`src/design/mcct_pkg.sv`:
```
// ----------------------------------------------------------------------------
// mcct_pkg
// Shared types and codes for the multi-channel countdown timer unit.
// ----------------------------------------------------------------------------
`default_nettype none

package mcct_pkg;

  localparam int CH_W    = 4;
  localparam int DELAY_W = 16;
  localparam int STEP_W  = 15;

  // request op codes
  localparam logic [1:0] OP_ARM    = 2'd0;
  localparam logic [1:0] OP_CANCEL = 2'd1;
  localparam logic [1:0] OP_TICK   = 2'd2;

  typedef struct packed {
    logic [1:0]         op;
    logic [CH_W-1:0]    channel;
    logic [DELAY_W-1:0] delay_ms;
    logic signed [15:0] elapsed_ms;
  } in_t;

  typedef struct packed {
    logic [CH_W-1:0] fired_channel;
    logic            last_of_run;
  } out_t;

  // broadcast from the controller to every cell
  typedef struct packed {
    logic               arm;
    logic               cancel;
    logic               tick;
    logic [CH_W-1:0]    channel;
    logic [DELAY_W-1:0] delay;
    logic [STEP_W-1:0]  step;
  } cell_cmd_t;

  typedef enum logic [1:0] {
    ST_IDLE,
    ST_SCAN,
    ST_FLUSH
  } scan_state_t;

endpackage

`default_nettype wire

```
`src/design/mcct_cell.sv`:
```
// ----------------------------------------------------------------------------
// mcct_cell
// One countdown channel: pending mark, count, expiry flag and scan token.
// ----------------------------------------------------------------------------
`default_nettype none

module mcct_cell #(
  parameter int IDX = 0
) (
  input  wire                 clk,
  input  wire                 rst_n,
  input  mcct_pkg::cell_cmd_t cmd,
  input  wire                 shift,
  input  wire                 tok_i,
  output logic                tok_o,
  output logic                hit_o
);
  import mcct_pkg::*;

  logic               armed_r, armed_nxt;
  logic               exp_r, exp_nxt;
  logic               tok_r, tok_nxt;
  logic [DELAY_W-1:0] rem_r, rem_nxt;
  logic               match;
  logic [DELAY_W-1:0] step_ext;

  assign match    = (int'(cmd.channel) == IDX);
  assign step_ext = DELAY_W'(cmd.step);
  assign tok_o    = tok_r;
  assign hit_o    = tok_r & exp_r;

  always_comb begin
    armed_nxt = armed_r;
    exp_nxt   = exp_r;
    rem_nxt   = rem_r;
    tok_nxt   = shift ? tok_i : tok_r;
    // flag is consumed as the token leaves
    if (shift && tok_r) begin
      exp_nxt = 1'b0;
    end
    if (cmd.arm && match && !armed_r) begin
      armed_nxt = 1'b1;
      rem_nxt   = cmd.delay;
    end
    if (cmd.cancel && match) begin
      armed_nxt = 1'b0;
    end
    if (cmd.tick && armed_r) begin
      if (rem_r <= step_ext) begin
        armed_nxt = 1'b0;
        exp_nxt   = 1'b1;
      end else begin
        rem_nxt = rem_r - step_ext;
      end
    end
  end

  always_ff @(posedge clk) begin
    if (!rst_n) begin
      armed_r <= 1'b0;
      exp_r   <= 1'b0;
      tok_r   <= 1'b0;
    end else begin
      armed_r <= armed_nxt;
      exp_r   <= exp_nxt;
      tok_r   <= tok_nxt;
    end
  end

  always_ff @(posedge clk) begin
    rem_r <= rem_nxt;
  end

endmodule

`default_nettype wire

```
`src/design/multi_channel_countdown_timer_unit.sv`:
```
// ----------------------------------------------------------------------------
// multi_channel_countdown_timer_unit
// Table of countdown channels with ordered expiry reporting.
// ----------------------------------------------------------------------------
// Arm and cancel requests are applied on acceptance. A tick request is
// applied to every channel at once on acceptance, then a token walks the
// row of channel cells one cell per cycle, pausing while a new find waits
// on a held report that a stalled result side cannot take. Expired channels are
// reported in ascending order; each report is held back one find so the
// final one of a tick can carry last_of_run. The input side is blocked
// (in_ready low) while a tick is being walked. Channels at or above 16 exist
// when CHANNELS > 16 but cannot be addressed by the 4-bit channel field.
// ----------------------------------------------------------------------------
`default_nettype none

module multi_channel_countdown_timer_unit #(
  parameter int CHANNELS = 16
) (
  input  wire            clk,
  input  wire            rst_n,
  input  wire            in_valid,
  output logic           in_ready,
  input  mcct_pkg::in_t  in_data,
  output logic           out_valid,
  input  wire            out_ready,
  output mcct_pkg::out_t out_data
);
  import mcct_pkg::*;

  localparam int IDX_W = $clog2(CHANNELS);

  scan_state_t      state_r, state_nxt;
  logic [IDX_W-1:0] idx_r, idx_nxt;
  logic             hold_v_r, hold_v_nxt;
  logic [CH_W-1:0]  hold_ch_r, hold_ch_nxt;
  logic             out_v_r, out_v_nxt;
  out_t             out_data_r, out_data_nxt;

  logic             in_acc, tick_acc;
  logic             out_free, hit_any, adv, push, push_last, hold_load, hold_clr;
  logic             scan_end;
  logic [STEP_W-1:0] step;
  cell_cmd_t        cmd;
  logic [CHANNELS-1:0] tok, hit;

  assign in_ready  = (state_r == ST_IDLE);
  assign in_acc    = in_valid && in_ready;
  assign tick_acc  = in_acc && (in_data.op == OP_TICK);
  assign out_free  = !out_v_r || out_ready;
  assign hit_any   = |hit;
  assign out_valid = out_v_r;
  assign out_data  = out_data_r;

  // elapsed time of zero or below counts as one millisecond
  always_comb begin
    if (in_data.elapsed_ms <= 16'sd0) begin
      step = STEP_W'(1);
    end else begin
      step = in_data.elapsed_ms[STEP_W-1:0];
    end
  end

  always_comb begin
    cmd.arm     = in_acc && (in_data.op == OP_ARM);
    cmd.cancel  = in_acc && (in_data.op == OP_CANCEL);
    cmd.tick    = tick_acc;
    cmd.channel = in_data.channel;
    cmd.delay   = in_data.delay_ms;
    cmd.step    = step;
  end

  // row of channel cells, token enters at cell 0 when a tick is taken
  genvar gi;
  generate
    for (gi = 0; gi < CHANNELS; gi++) begin : g_cell
      logic tok_in;
      if (gi == 0) begin : g_head
        assign tok_in = tick_acc;
      end else begin : g_body
        assign tok_in = tok[gi-1];
      end
      mcct_cell #(.IDX(gi)) u_cell (
        .clk   (clk),
        .rst_n (rst_n),
        .cmd   (cmd),
        .shift (adv | tick_acc),
        .tok_i (tok_in),
        .tok_o (tok[gi]),
        .hit_o (hit[gi])
      );
    end
  endgenerate

  // scan outputs
  always_comb begin
    adv       = 1'b0;
    push      = 1'b0;
    push_last = 1'b0;
    hold_load = 1'b0;
    hold_clr  = 1'b0;
    unique case (state_r)
      ST_IDLE: begin
      end
      ST_SCAN: begin
        if (!(hit_any && hold_v_r && !out_free)) begin
          adv = 1'b1;
          if (hit_any) begin
            push      = hold_v_r;
            hold_load = 1'b1;
          end
        end
      end
      ST_FLUSH: begin
        if (hold_v_r && out_free) begin
          push      = 1'b1;
          push_last = 1'b1;
          hold_clr  = 1'b1;
        end
      end
      default: begin
      end
    endcase
  end

  assign scan_end = adv && (idx_r == IDX_W'(CHANNELS - 1));

  // next state
  always_comb begin
    state_nxt = state_r;
    unique case (state_r)
      ST_IDLE:  if (tick_acc) state_nxt = ST_SCAN;
      ST_SCAN:  if (scan_end) state_nxt = ST_FLUSH;
      ST_FLUSH: if (!hold_v_r || out_free) state_nxt = ST_IDLE;
      default:  state_nxt = ST_IDLE;
    endcase
  end

  always_comb begin
    idx_nxt = idx_r;
    if (tick_acc) begin
      idx_nxt = '0;
    end else if (adv) begin
      idx_nxt = idx_r + IDX_W'(1);
    end

    hold_v_nxt  = hold_v_r;
    hold_ch_nxt = hold_ch_r;
    if (hold_load) begin
      hold_v_nxt  = 1'b1;
      hold_ch_nxt = CH_W'(idx_r);
    end else if (hold_clr) begin
      hold_v_nxt = 1'b0;
    end

    out_v_nxt    = out_v_r;
    out_data_nxt = out_data_r;
    if (push) begin
      out_v_nxt                  = 1'b1;
      out_data_nxt.fired_channel = hold_ch_r;
      out_data_nxt.last_of_run   = push_last;
    end else if (out_ready) begin
      out_v_nxt = 1'b0;
    end
  end

  always_ff @(posedge clk) begin
    if (!rst_n) begin
      state_r  <= ST_IDLE;
      hold_v_r <= 1'b0;
      out_v_r  <= 1'b0;
      idx_r    <= '0;
    end else begin
      state_r  <= state_nxt;
      hold_v_r <= hold_v_nxt;
      out_v_r  <= out_v_nxt;
      idx_r    <= idx_nxt;
    end
  end

  always_ff @(posedge clk) begin
    hold_ch_r  <= hold_ch_nxt;
    out_data_r <= out_data_nxt;
  end

endmodule

`default_nettype wire

```
`config.mk`:
```
export PLATFORM = sky130hd
export DESIGN_NAME = multi_channel_countdown_timer_unit
export DESIGN_NICKNAME = d
export VERILOG_FILES = /design/src/design/mcct_pkg.sv /design/src/design/mcct_cell.sv /design/src/design/multi_channel_countdown_timer_unit.sv
export SDC_FILE = /design/constraint.sdc
export NUM_CORES = 1
export LEC_CHECK = 0
export BUFFER_PORTS_ARGS = -buffer_cell sky130_fd_sc_hd__buf_2
export CAP_MARGIN = 5
export CORE_MARGIN = 10
export CORE_UTILIZATION = 50
export DETAILED_ROUTE_END_ITERATION = 10
export PLACE_DENSITY = 0.74
export SYNTH_ARGS = -nofsm -noshare
export SYNTH_HDL_FRONTEND = slang
export SYNTH_SLANG_ARGS = --single-unit
```
`constraint.sdc`:
```
create_clock -name clk -period 5.3 [get_ports clk]
set_clock_uncertainty 0.05 [all_clocks]
set_input_delay 0.53 -clock clk [delete_from_list [all_inputs] [get_ports clk]]
set_output_delay 0.53 -clock clk [all_outputs]
set_load 0.005 [all_outputs]
```
==> reports/qor.csv <==
metric;value;unit
R2R Setup Slk;1.82;ns
Clk pwr share;0.259;
pre-CTS WS;0.501;ns
Placed Area;25800;sq um
worst reg2reg startpoint;state_r[1];
Slew Limit Fails;0;
Num CTS Buffers;39;
simple-gate share of the synthesized area;0.175;
yosys synthesis warning count;0;
Peak supply drop;0.195;mV
Routed Antenna Nets;0;
register area share after synthesis;0.264;
Syn Inst Count;2911;
layout cells sized above 1;0.0854;
initial antenna violation count;4;
largest family of logic cells by synthesized area;compound AO/OA/AOI/OAI gates;
Final WS setup;0.950;ns
CTS root buf;clkbuf_16;
post-synthesis compound-gate area fraction;0.210;
area of the multi-input gates;17500;sq um
WP data required;5.72;ns
gr usage total;0.239;
register area;6520;sq um
H-tree depth;2;
Worst Hold Launch;out_ready;
adder-cell share of the synthesized area;0.136;
Int Pwr;6.45;mW
final setup TNS;0;ns
P&R area growth vs syn;9.34;%
die footprint;58800;sq um
vias in the first global route;21400;
synthesized area per cell;8.49;sq um
io pins;49;
Synth top cells by count;312 x dfxtp_1, 258 x mux2i_1, 256 x nand2_1, 244 x ha_1, 237 x a21oi_1;
starting density of the core;0.505;
Row Count;81;
Synth area leader;dfxtp_1;
xor/xnor share of the synthesized area;0.0641;
via density per instance;6.15;
Max Clock Freq;230;MHz
Residual DRC;0;
final hold vios;0;
Rel. slew slack;0.126;
hold-fix buffers at CTS;0;
CTS Sinks;321;
CP Launch Type;input port;
Sequential Power Share;0.291;
number of setup buffers added after CTS;0;
Critical Path AT;4.77;ns
status;finished, final reports clean;
drt pass-1 iters;6;
post-layout util;0.552;
First DRT Iteration DRCs;1903;
Placer Congestion;0.916;
unique cell type count in the Yosys netlist;85;
clk_lat worst skew;0.57;ns
Clk pin slew, worst setup/hold paths;0.06;ns
hold_ws;0.283;ns
hold depth;3;
Gate power share;0.450;
worst slew pin tran;1.31;ns
WL per Instance;20.2;um
maxcap violations;0;
hold path endpoint;out_valid;
die width;242;um
first-pass GRT wire length;114;mm
critical path peak fanout;16;
multiplexer share of the synthesized area;0.119;
worst reg2reg path depth;10;
cell area after synthesis;24700;sq um
clock period minus worst slack;4.35;ns
RSZ-0062 raised after global routing;false;
fin nets;3247;
port bufs;48;
Net Sw Frac;0.380;
power per cell area;385;nW/um^2
period utilisation layout;0.821;
DR vias;22400;
Sw Pwr;3.96;mW
setup violators final;0;
post-cts resize count;0;
reg2reg end;g_cell[2].u_cell.rem_r[14];
ranking of synthesized cells by area;dfxtp_1 25%, ha_1 12%, mux2i_1 10%;
most frequent cell after synthesis;dfxtp_1;
DP Wirelength;49.5;mm
Pleak;11.6;nW
CORE AREA;49000;sq um
ys flop type;dfxtp_1;
top cell type's share of synthesized area;0.253;
class of the worst hold path;in -> reg;
Post-Route WL;73.5;mm
CTS tree;built;
Design Area, Final;27000;sq um
largest net degree at the start of global routing;54;
DIE HEIGHT;242;um
Post-synth ARST share;0;
crit end category;flip-flop;
fill count;4354;
GRT overflow;0;
crit path kind;in -> reg;
syn_nets;3213;
Synth Register Bits;321;
EDFF count, synth;9;
CTS max path bufs;3;
[cells by family after synthesis]
kind of cell             Yosys count
AO/OA/AOI/OAI                    809
XOR/XNOR                         181
adder cells (fa/ha/maj)          260
buffers and inverters            187
flip-flops                       321
multiplexers                     289
AND/OR/NAND/NOR                  864
[layout by cell type (no fill, tap or decap), drive strengths merged, types with 25 or more instances in the layout]
cell type | netlist | routed
nand2b | 45 | 45
xor2 | 92 | 92
o31ai | 29 | 29
mux2i | 258 | 258
a31oi | 27 | 27
nor2 | 200 | 200
a21o | 54 | 54
a211oi | 52 | 52
nand4 | 45 | 45
or3 | 28 | 28
dfxtp | 312 | 312
o21ai | 181 | 181
inv | 79 | 79
nor2b | 72 | 72
nor4 | 25 | 25
a21oi | 240 | 240
a21boi | 35 | 35
nand2 | 256 | 256
o21a | 51 | 51
nor3 | 48 | 48
xnor2 | 89 | 89
mux2 | 31 | 31
and3 | 35 | 35
clkbuf | 70 | 52
ha | 244 | 244
buf | 38 | 101
nand3 | 36 | 36
[power by group through the flow]
| stage | clock (mW) | sequential [mW] | combinational, mW |
|---|---|---|---|
| floorplan | 0 | 3.01 | 3.71 |
| global placement | 0 | 3.05 | 4.40 |
| detailed placement | 0 | 3.07 | 4.55 |
| CTS | 2.74 | 3.02 | 4.61 |
| global route | 2.82 | 3.07 | 5.21 |
| finish | 2.70 | 3.03 | 4.68 |
[final cells by class]
class / instances / area share
sequential: 321 / 0.241
antenna: 1 / 0.0000925
tap: 664 / 0.0307
clock buffer: 52 / 0.0413
inverter: 79 / 0.0110
multi-input combinational: 2403 / 0.647
clock inverter: 18 / 0.00546
timing repair buffer: 101 / 0.0236
[state kept, by name, summed over array words and instances (netlist names)]
register and flops:
out_valid 1, g_cell.u_cell.rem_r 256, out_data 5, g_cell.u_cell.tok_o 16
g_cell.u_cell.armed_r 16, idx_r 4, state_r 2, g_cell.u_cell.exp_r 16
hold_ch_r 4, hold_v_r 1
[how the worst max path moves through the flow]
| stage | from | end | slack, ns | depth (start not counted) |
|---|---|---|---|---|
| finish | in_data[0] | g_cell[11].u_cell.rem_r[5] | 0.95 | 16 |
| global route | in_data[3] | g_cell[11].u_cell.rem_r[5] | 0.64 | 16 |
| CTS | in_data[8] | g_cell[11].u_cell.rem_r[5] | 1.07 | 16 |
| detailed placement | in_data[8] | g_cell[11].u_cell.rem_r[3] | 0.50 | 16 |
| global placement | in_data[3] | g_cell[11].u_cell.rem_r[0] | 0.68 | 16 |
| floorplan | in_data[7] | g_cell[5].u_cell.rem_r[15] | 0.96 | 13 |
[worst max-delay path: stages]
cell       delay, ns
buf_2           0.11
nor4_1          0.36
a41oi_1         0.39
nand2b_1        0.19
buf_4           0.35
ha_1            0.27
fa_1            0.24
nor2b_1         0.06
o21ai_0         0.20
a21boi_0        0.15
o21ai_0         0.40
a21oi_1         0.14
a2111oi_2       0.39
or3_1           0.49
buf_4           0.29
mux2i_1         0.22
[per-stage QoR]
| stage | std cells | power [mW] |
|---|---|---|
| floorplan | 2911 | 6.72 |
| global placement | 3568 | 7.45 |
| CTS | 3638 | 10.4 |
| global route | 3638 | 11.1 |
| detailed placement | 3568 | 7.62 |
| finish | 3639 | 10.4 |
[metal layers]
layer  global-route usage  up-vias  part of all wire
met5                    0        -           0.00042
met4                0.129        4             0.054
met3               0.0394      217             0.078
met2                0.389      792              0.45
met1                0.297    10600              0.42
li1                     -    10800                 -
No activity file was read; power rests on OpenSTA's default activity.
